[config.mk]
export PLATFORM = sky130hd
export DESIGN_NAME = utf16_to_utf8_transcoder
export DESIGN_NICKNAME = d
export VERILOG_FILES = /design/src/hdl/u2u8_pkg.sv /design/src/hdl/u2u8_front.sv /design/src/hdl/u2u8_queue.sv /design/src/hdl/u2u8_back.sv /design/src/hdl/utf16_to_utf8_transcoder.sv
export SDC_FILE = /design/constraint.sdc
export NUM_CORES = 1
export LEC_CHECK = 0
export BUFFER_PORTS_ARGS = -buffer_cell sky130_fd_sc_hd__buf_2
export CAP_MARGIN = 20
export CORE_MARGIN = 5
export CORE_UTILIZATION = 25
export CTS_CLUSTER_DIAMETER = 200
export DETAILED_ROUTE_END_ITERATION = 8
export GPL_TIMING_DRIVEN = 0
export HOLD_SLACK_MARGIN = 0.15
export PLACE_DENSITY_LB_ADDON = 0.08
export SYNTH_ARGS = -nofsm -noshare
export SYNTH_HDL_FRONTEND = slang
export SYNTH_HIERARCHICAL = 1
export SYNTH_SLANG_ARGS = --single-unit
[constraint.sdc]
create_clock -name clk_i -period 11.45 [get_ports clk_i]
set_input_delay 0.5725 -clock clk_i [delete_from_list [all_inputs] [get_ports clk_i]]
set_output_delay 0.5725 -clock clk_i [all_outputs]
set_load 0.03 [all_outputs]
[src/hdl/u2u8_pkg.sv]
// Shared types, constants and the code point encoder for the UTF-16 to UTF-8 transcoder.
package u2u8_pkg;

  // Queue depth between the front and the back
  localparam int unsigned QueueDepthDef = 2;

  // Most bytes one code unit can cause: a held high surrogate alone plus a BMP unit
  localparam int unsigned JobBytes = 6;

  // Surrogate ranges
  localparam logic [15:0] HighFirst = 16'hD800;
  localparam logic [15:0] HighLast  = 16'hDBFF;
  localparam logic [15:0] LowFirst  = 16'hDC00;
  localparam logic [15:0] LowLast   = 16'hDFFF;

  // Encoding limits and lead byte marks
  localparam logic [20:0] SuppBase  = 21'h10000;
  localparam logic [20:0] Max1Byte  = 21'h0007F;
  localparam logic [20:0] Max2Byte  = 21'h007FF;
  localparam logic [20:0] Max3Byte  = 21'h0FFFF;
  localparam logic [7:0]  Lead2     = 8'hC0;
  localparam logic [7:0]  Lead3     = 8'hE0;
  localparam logic [7:0]  Lead4     = 8'hF0;
  localparam logic [7:0]  ContMark  = 8'h80;

  typedef logic [7:0] octet_t;

  // One encoded code point: up to four bytes and their number
  typedef struct packed {
    octet_t [3:0] b;
    logic [2:0]   len;
  } enc_t;

  // One unit of work for the back: the bytes an accepted code unit causes
  typedef struct packed {
    octet_t [JobBytes-1:0] bytes;
    logic [2:0]            count;
    logic                  fin;
  } job_t;

  // Encode one code point into UTF-8 bytes, first byte in b[0]
  function automatic enc_t encode_cp(logic [20:0] cp);
    enc_t e;
    e.b = '0;
    if (cp <= Max1Byte) begin
      e.b[0] = cp[7:0];
      e.len  = 3'd1;
    end else if (cp <= Max2Byte) begin
      e.b[0] = Lead2 | {3'b000, cp[10:6]};
      e.b[1] = ContMark | {2'b00, cp[5:0]};
      e.len  = 3'd2;
    end else if (cp <= Max3Byte) begin
      e.b[0] = Lead3 | {4'b0000, cp[15:12]};
      e.b[1] = ContMark | {2'b00, cp[11:6]};
      e.b[2] = ContMark | {2'b00, cp[5:0]};
      e.len  = 3'd3;
    end else begin
      e.b[0] = Lead4 | {5'b00000, cp[20:18]};
      e.b[1] = ContMark | {2'b00, cp[17:12]};
      e.b[2] = ContMark | {2'b00, cp[11:6]};
      e.b[3] = ContMark | {2'b00, cp[5:0]};
      e.len  = 3'd4;
    end
    return e;
  endfunction

endpackage

[src/hdl/u2u8_front.sv]
// Front of the transcoder: accepts code units, pairs surrogates and builds byte jobs.
module u2u8_front (
  input  logic            clk_i,
  input  logic            rst_ni,
  input  logic            in_valid_i,
  output logic            in_ready_o,
  input  logic [15:0]     code_unit_i,
  input  logic            final_unit_i,
  output logic            push_valid_o,
  input  logic            push_ready_i,
  output u2u8_pkg::job_t  push_data_o
);
  import u2u8_pkg::*;

  logic [9:0] held_high_q, held_high_d;
  logic       held_valid_q, held_valid_d;
  logic       is_high, is_low, accept;
  enc_t       enc_held, enc_cur, enc_pair;
  job_t       job;

  // Classify the incoming unit
  assign is_high = code_unit_i inside {[HighFirst:HighLast]};
  assign is_low  = code_unit_i inside {[LowFirst:LowLast]};
  assign accept  = in_valid_i && push_ready_i;

  // Encode the three candidate code points
  assign enc_pair = encode_cp(SuppBase + {1'b0, held_high_q, code_unit_i[9:0]});
  assign enc_held = encode_cp({5'b00000, HighFirst | {6'b000000, held_high_q}});
  assign enc_cur  = encode_cp({5'b00000, code_unit_i});

  // Build the job and the next held state
  always_comb begin
    job          = '0;
    job.fin      = final_unit_i;
    held_high_d  = held_high_q;
    held_valid_d = held_valid_q;
    if (held_valid_q && is_low) begin
      job.bytes[3:0] = enc_pair.b;
      job.count      = enc_pair.len;
      held_valid_d   = 1'b0;
      held_high_d    = '0;
    end else begin
      if (held_valid_q) begin
        job.bytes[2:0] = enc_held.b[2:0];
        job.count      = 3'd3;
        held_valid_d   = 1'b0;
        held_high_d    = '0;
      end
      if (is_high && !final_unit_i) begin
        held_high_d  = code_unit_i[9:0];
        held_valid_d = 1'b1;
      end else if (held_valid_q) begin
        job.bytes[JobBytes-1:3] = enc_cur.b[2:0];
        job.count               = 3'd3 + enc_cur.len;
      end else begin
        job.bytes[3:0] = enc_cur.b;
        job.count      = enc_cur.len;
      end
    end
  end

  // Hold surrogate state across beats
  always_ff @(posedge clk_i or negedge rst_ni) begin
    if (!rst_ni) begin
      held_high_q  <= '0;
      held_valid_q <= 1'b0;
    end else if (accept) begin
      held_high_q  <= held_high_d;
      held_valid_q <= held_valid_d;
    end
  end

  // Push only jobs that carry bytes
  assign in_ready_o   = push_ready_i;
  assign push_valid_o = in_valid_i && (job.count != 3'd0);
  assign push_data_o  = job;

endmodule

[src/hdl/u2u8_queue.sv]
// Short job queue between the front and the back of the transcoder.
module u2u8_queue #(
  parameter int unsigned Depth = u2u8_pkg::QueueDepthDef
) (
  input  logic            clk_i,
  input  logic            rst_ni,
  input  logic            push_valid_i,
  output logic            push_ready_o,
  input  u2u8_pkg::job_t  push_data_i,
  output logic            pop_valid_o,
  input  logic            pop_ready_i,
  output u2u8_pkg::job_t  pop_data_o
);
  import u2u8_pkg::*;

  localparam int unsigned PtrW = (Depth > 1) ? $clog2(Depth) : 1;
  localparam int unsigned CntW = $clog2(Depth + 1);
  localparam logic [PtrW-1:0] LastPtr = PtrW'(Depth - 1);
  localparam logic [CntW-1:0] FullCnt = CntW'(Depth);

  job_t            mem_q [Depth];
  logic [PtrW-1:0] wr_ptr_q, wr_ptr_d, rd_ptr_q, rd_ptr_d;
  logic [CntW-1:0] cnt_q, cnt_d;
  logic            do_push, do_pop;

  assign push_ready_o = (cnt_q != FullCnt);
  assign pop_valid_o  = (cnt_q != '0);
  assign pop_data_o   = mem_q[rd_ptr_q];
  assign do_push      = push_valid_i && push_ready_o;
  assign do_pop       = pop_valid_o && pop_ready_i;

  // Advance pointers with wrap
  always_comb begin
    wr_ptr_d = wr_ptr_q;
    rd_ptr_d = rd_ptr_q;
    cnt_d    = cnt_q;
    if (do_push) begin
      wr_ptr_d = (wr_ptr_q == LastPtr) ? '0 : wr_ptr_q + 1'b1;
    end
    if (do_pop) begin
      rd_ptr_d = (rd_ptr_q == LastPtr) ? '0 : rd_ptr_q + 1'b1;
    end
    if (do_push && !do_pop) begin
      cnt_d = cnt_q + 1'b1;
    end else if (do_pop && !do_push) begin
      cnt_d = cnt_q - 1'b1;
    end
  end

  // Hold pointers and fill count
  always_ff @(posedge clk_i or negedge rst_ni) begin
    if (!rst_ni) begin
      wr_ptr_q <= '0;
      rd_ptr_q <= '0;
      cnt_q    <= '0;
    end else begin
      wr_ptr_q <= wr_ptr_d;
      rd_ptr_q <= rd_ptr_d;
      cnt_q    <= cnt_d;
    end
  end

  // Store pushed jobs
  always_ff @(posedge clk_i) begin
    if (do_push) begin
      mem_q[wr_ptr_q] <= push_data_i;
    end
  end

endmodule

[src/hdl/u2u8_back.sv]
// Back of the transcoder: serializes job bytes onto the output register.
module u2u8_back (
  input  logic            clk_i,
  input  logic            rst_ni,
  input  logic            pop_valid_i,
  output logic            pop_ready_o,
  input  u2u8_pkg::job_t  pop_data_i,
  output logic            out_valid_o,
  input  logic            out_ready_i,
  output logic [7:0]      out_byte_o,
  output logic            run_last_o,
  output logic            string_end_o
);
  import u2u8_pkg::*;

  job_t       job_q;
  logic       job_valid_q;
  logic [2:0] idx_q;
  logic       out_valid_q, run_last_q, string_end_q;
  octet_t     out_byte_q;
  logic       adv, last, take;

  // Step one byte whenever the output register is free
  assign adv         = job_valid_q && (!out_valid_q || out_ready_i);
  assign last        = (idx_q == job_q.count - 3'd1);
  assign pop_ready_o = !job_valid_q || (adv && last);
  assign take        = pop_valid_i && pop_ready_o;

  // Hold the current job and byte index
  always_ff @(posedge clk_i or negedge rst_ni) begin
    if (!rst_ni) begin
      job_valid_q <= 1'b0;
      idx_q       <= '0;
    end else if (pop_ready_o) begin
      job_valid_q <= pop_valid_i;
      idx_q       <= '0;
    end else if (adv) begin
      idx_q <= idx_q + 3'd1;
    end
  end

  always_ff @(posedge clk_i) begin
    if (take) begin
      job_q <= pop_data_i;
    end
  end

  // Drive the output beat register
  always_ff @(posedge clk_i or negedge rst_ni) begin
    if (!rst_ni) begin
      out_valid_q <= 1'b0;
    end else if (adv) begin
      out_valid_q <= 1'b1;
    end else if (out_ready_i) begin
      out_valid_q <= 1'b0;
    end
  end

  always_ff @(posedge clk_i) begin
    if (adv) begin
      out_byte_q   <= job_q.bytes[idx_q];
      run_last_q   <= last;
      string_end_q <= last && job_q.fin;
    end
  end

  assign out_valid_o  = out_valid_q;
  assign out_byte_o   = out_byte_q;
  assign run_last_o   = run_last_q;
  assign string_end_o = string_end_q;

endmodule

[src/hdl/utf16_to_utf8_transcoder.sv]
// Top level of the UTF-16 to UTF-8 transcoder.
// Accepts one UTF-16 code unit per beat and emits its UTF-8 bytes one per beat.
// A high surrogate is held until the next unit: a following low surrogate makes
// a 4-byte supplementary character, anything else (or the end of the string)
// sends the held surrogate alone as 3 bytes before the current unit. Each
// accepted unit turns into 0 to 6 output bytes; the output side delivers one
// byte per cycle while the receiver is ready and jobs are waiting; a BMP unit
// causes 1 to 3 bytes, a pair 4 over its two units. The front accepts a unit every
// cycle while the job queue (QueueDepth entries) has room; a unit that causes
// no byte passes without using queue space, but waits for room like any other.
module utf16_to_utf8_transcoder #(
  parameter int unsigned QueueDepth = u2u8_pkg::QueueDepthDef
) (
  input  logic        clk_i,
  input  logic        rst_ni,
  input  logic        in_valid_i,
  output logic        in_ready_o,
  input  logic [15:0] code_unit_i,
  input  logic        final_unit_i,
  output logic        out_valid_o,
  input  logic        out_ready_i,
  output logic [7:0]  out_byte_o,
  output logic        run_last_o,
  output logic        string_end_o
);
  import u2u8_pkg::*;

  logic push_valid, push_ready, pop_valid, pop_ready;
  job_t push_data, pop_data;

  // Classify units and build jobs
  u2u8_front u_front (
    .clk_i        (clk_i),
    .rst_ni       (rst_ni),
    .in_valid_i   (in_valid_i),
    .in_ready_o   (in_ready_o),
    .code_unit_i  (code_unit_i),
    .final_unit_i (final_unit_i),
    .push_valid_o (push_valid),
    .push_ready_i (push_ready),
    .push_data_o  (push_data)
  );

  // Decouple front and back
  u2u8_queue #(
    .Depth (QueueDepth)
  ) u_queue (
    .clk_i        (clk_i),
    .rst_ni       (rst_ni),
    .push_valid_i (push_valid),
    .push_ready_o (push_ready),
    .push_data_i  (push_data),
    .pop_valid_o  (pop_valid),
    .pop_ready_i  (pop_ready),
    .pop_data_o   (pop_data)
  );

  // Serialize bytes
  u2u8_back u_back (
    .clk_i        (clk_i),
    .rst_ni       (rst_ni),
    .pop_valid_i  (pop_valid),
    .pop_ready_o  (pop_ready),
    .pop_data_i   (pop_data),
    .out_valid_o  (out_valid_o),
    .out_ready_i  (out_ready_i),
    .out_byte_o   (out_byte_o),
    .run_last_o   (run_last_o),
    .string_end_o (string_end_o)
  );

endmodule

==> out/qor.yml <==
cts_buffers: 17
status: "finished, final reports clean"
finalCriticalPeriod_ns: 2.883
avgRoutedWirePerCell_um: 22.22
synth_area_per_cell_um2: 14.52
crit_fanout: 26
tightest_slew_ns: 0.8466
powerDensity_nw_per_um2: 233.8
maxCapViolCount: 0
finClkSkew_ns: 0.01480
drtIter0Drc: 354
grt_use_total: 0.1321
switching_share: 0.3323
hold_viol: 0
wl_mm: 25.35
area_delta_synth_final_pct: 15.77
cts.reportedPaths.clkPinSlew_ns: 0.08
start_kind: "flip-flop"
p_leak_uw: 0.003828
grt_pass1_vias: 5483
drc: 0
setup_viol: 0
peakVddDrop_v: 0.00009693
yosysSeqAreaShare: 0.6151
critical_path_class: "flip-flop to flip-flop"
synth_top_area_frac: 0.5590
core_region_area_um2: 35400
grt_pass1_wl_mm: 37.84
fin_setup_tns_ns: 0
clk_path_buf_depth: 2
dr.pass1.iters: 7
comb_power_share: 0.331
fin_crit_sh: 0.2518
cts_resized: 0
p_seq_frac: 0.422
reg2regPathDepth: 7
detailed_place.area_um2: 9717
die_w_um: 198.9
clk_latency_ns: 0.43
required_ns: 11.58
die-area_um2: 39550
root_buffer: "clkbuf_16"
cts_max_level: 4
overflow: 0
synth-edff-count: 166
io_pins: 33
max_freq_ghz: 0.3469
rsz0062_at_grt: "no"
fin_nets: 693
holdPathStages: 3
antenna_left: 0
ys_top_cells_by_count: "edfxtp_1, mux2_4, nand2_1"
yosys_warnings: 6
worstPathArrival_ns: 3.02
synth_area_um2: 8917
synth_flop_cell: "edfxtp_1"
p_clk_frac: 0.247
yosysTopAreaCell: "edfxtp_1"
antenna_cells: 0
cts.sinks: 186
end_kind: "flip-flop"
hold_path.class: "input pin to flip-flop"
cts_setup_buffers: 0
synth_most_common_cell: "edfxtp_1"
antenna_found_initial: 0
drive_gt1_frac: 0.2721
detailed_place_hpwl_mm: 17.72
fp.dieH_um: 198.9
design_area_um2: 10320
vias: 5233
slew_headroom: 0.4356
yosys-top-cells-area: "edfxtp_1, mux2_4, dfrtp_1"
cts_tree: "yes"
synthCells: 614
async_flop_share: 0.1075
maxSlewViolCount: 0
ys_ff_latch: 186
p_int_uw: 1611
holdBufCountCts: 1
initial_core_util: 0.2519
switchingPower_uw: 802.1
rows: 69
ys_types: 77
portBuffers: 26
routed_via_density: 4.586
gp_congestion: 0.8751
grt_max_degree: 53
==> logic make-up (layout without fill, tap and decap cells) <==
kind of cell | Yosys count | after routing | share of synthesized area
other | 1 | 4 | 0.0004205
adder cells (fa/ha/maj) | 5 | 5 | 0.007016
buffers and inverters | 62 | 125 | 0.04462
AND/OR/NAND/NOR | 151 | 151 | 0.09612
XOR/XNOR | 10 | 10 | 0.01165
flip-flops | 186 | 186 | 0.6151
AO/OA/AOI/OAI | 115 | 115 | 0.09093
multiplexers | 84 | 84 | 0.1341
==> metal layers <==
metal / up-vias / share of wire / wire [um] / global-route usage
met1: 2623 / 0.44 / 11080 / 0.1707
met2: 139 / 0.50 / 12740 / 0.2243
met4: 0 / 0.019 / 476 / 0.03622
met3: 26 / 0.041 / 1052 / 0.02947
li1: 2445 / - / - / -
met5: - / 0 / 0 / 0
==> critical path, cell delays in order, from the launching register on <==
cell	delay (ns)
dfrtp_1	0.33
clkbuf_1	0.59
clkbuf_1	0.53
o21a_1	0.24
nand2_1	0.13
nor2_4	0.29
buf_12	0.25
buf_16	0.19
==> cell type report <==
class                   instances  area [um2]
flip-flops and latches        186        5485
repair buffers                 31       212.7
multi-input cells             369        3059
plain buffers                  43       326.6
clock inverters                12       125.1
clock buffers                  20       466.7
well taps                     461       576.8
inverters                      19       71.32
fillers                      3583       25070
==> cell usage in the layout (no fill, tap or decap), drive strengths merged, types with 3 or more instances in the layout <==
cell / Yosys / layout
and3: 10 / 10
nor2b: 4 / 4
a22oi: 4 / 4
mux2: 57 / 57
o31ai: 7 / 7
o32a: 4 / 4
inv: 19 / 25
conb: 1 / 4
nor3: 10 / 10
nor4: 4 / 4
nand2b: 8 / 8
nand2: 34 / 34
a21oi: 29 / 29
dfrtp: 20 / 20
o21ai: 27 / 27
a21o: 5 / 5
clkbuf: 8 / 28
ha: 5 / 5
buf: 35 / 65
mux2i: 19 / 19
clkinv: 0 / 6
or2: 4 / 4
nand3: 18 / 18
xnor2: 7 / 7
o22ai: 9 / 9
mux4: 8 / 8
edfxtp: 166 / 166
nand4: 7 / 7
and2: 13 / 13
nor2: 29 / 29
a31oi: 3 / 3
o221ai: 3 / 3
==> power by group through the flow <==
stage	Sequential (uW)	Combinational, uW	Clock (uW)
6_report	1020	798	596
5_1_grt	1040	866	645
4_1_cts	1020	824	615
3_5_place_dp	1040	822	0
3_3_place_gp	1050	796	0
2_1_floorplan	1060	539	0
==> metrics by stage <==
stage	hold WS (ns)	power (uW)	cells	worst slack (ns)	util
global route	0.4747	2547	1141	8.416	0.2917
floorplan	0.2769	1595	617	7.564	-
CTS	0.4733	2462	1140	8.543	0.2915
finish	0.4963	2413	1141	8.567	0.2917
detailed placement	0.4889	1859	1107	8.572	0.2745
global placement	0.4776	1842	1104	5.309	0.2722
==> flip-flops by register name (all words and copies together) (netlist names) <==
register and count:
u_back/string_end_o 1, u_queue/rd_ptr_q 1, u_back/out_byte_o 8, u_back/job_valid_q 1, u_queue/cnt_q 2, u_back/idx_q 3
u_front/held_high_q 10, u_queue/wr_ptr_q 1, u_back/out_valid_o 1, u_front/held_valid_q 1, u_back/job_q 52, u_queue/mem_q 104
u_back/run_last_o 1
==> worst paths after layout <==
check                                                       from                                  to  slack, ns
worst max register to register  u_front/held_valid_q$_DFFE_PN0P_      u_queue/mem_q[0][23]$_DFFE_PP_       8.57
worst min register to register      u_queue/cnt_q[1]$_DFFE_PN0P_        u_queue/cnt_q[1]$_DFFE_PN0P_       0.50
worst max-delay path            u_front/held_valid_q$_DFFE_PN0P_      u_queue/mem_q[0][23]$_DFFE_PP_       8.57
worst min-delay path                              code_unit_i[1]  u_front/held_high_q[1]$_DFFE_PN0P_       0.50
max in group asynchronous                                 rst_ni  u_front/held_high_q[8]$_DFFE_PN0P_      10.34
min in group asynchronous                                 rst_ni      u_back/out_valid_o$_DFFE_PN0P_       0.68
(Power assumes the default switching activity.)
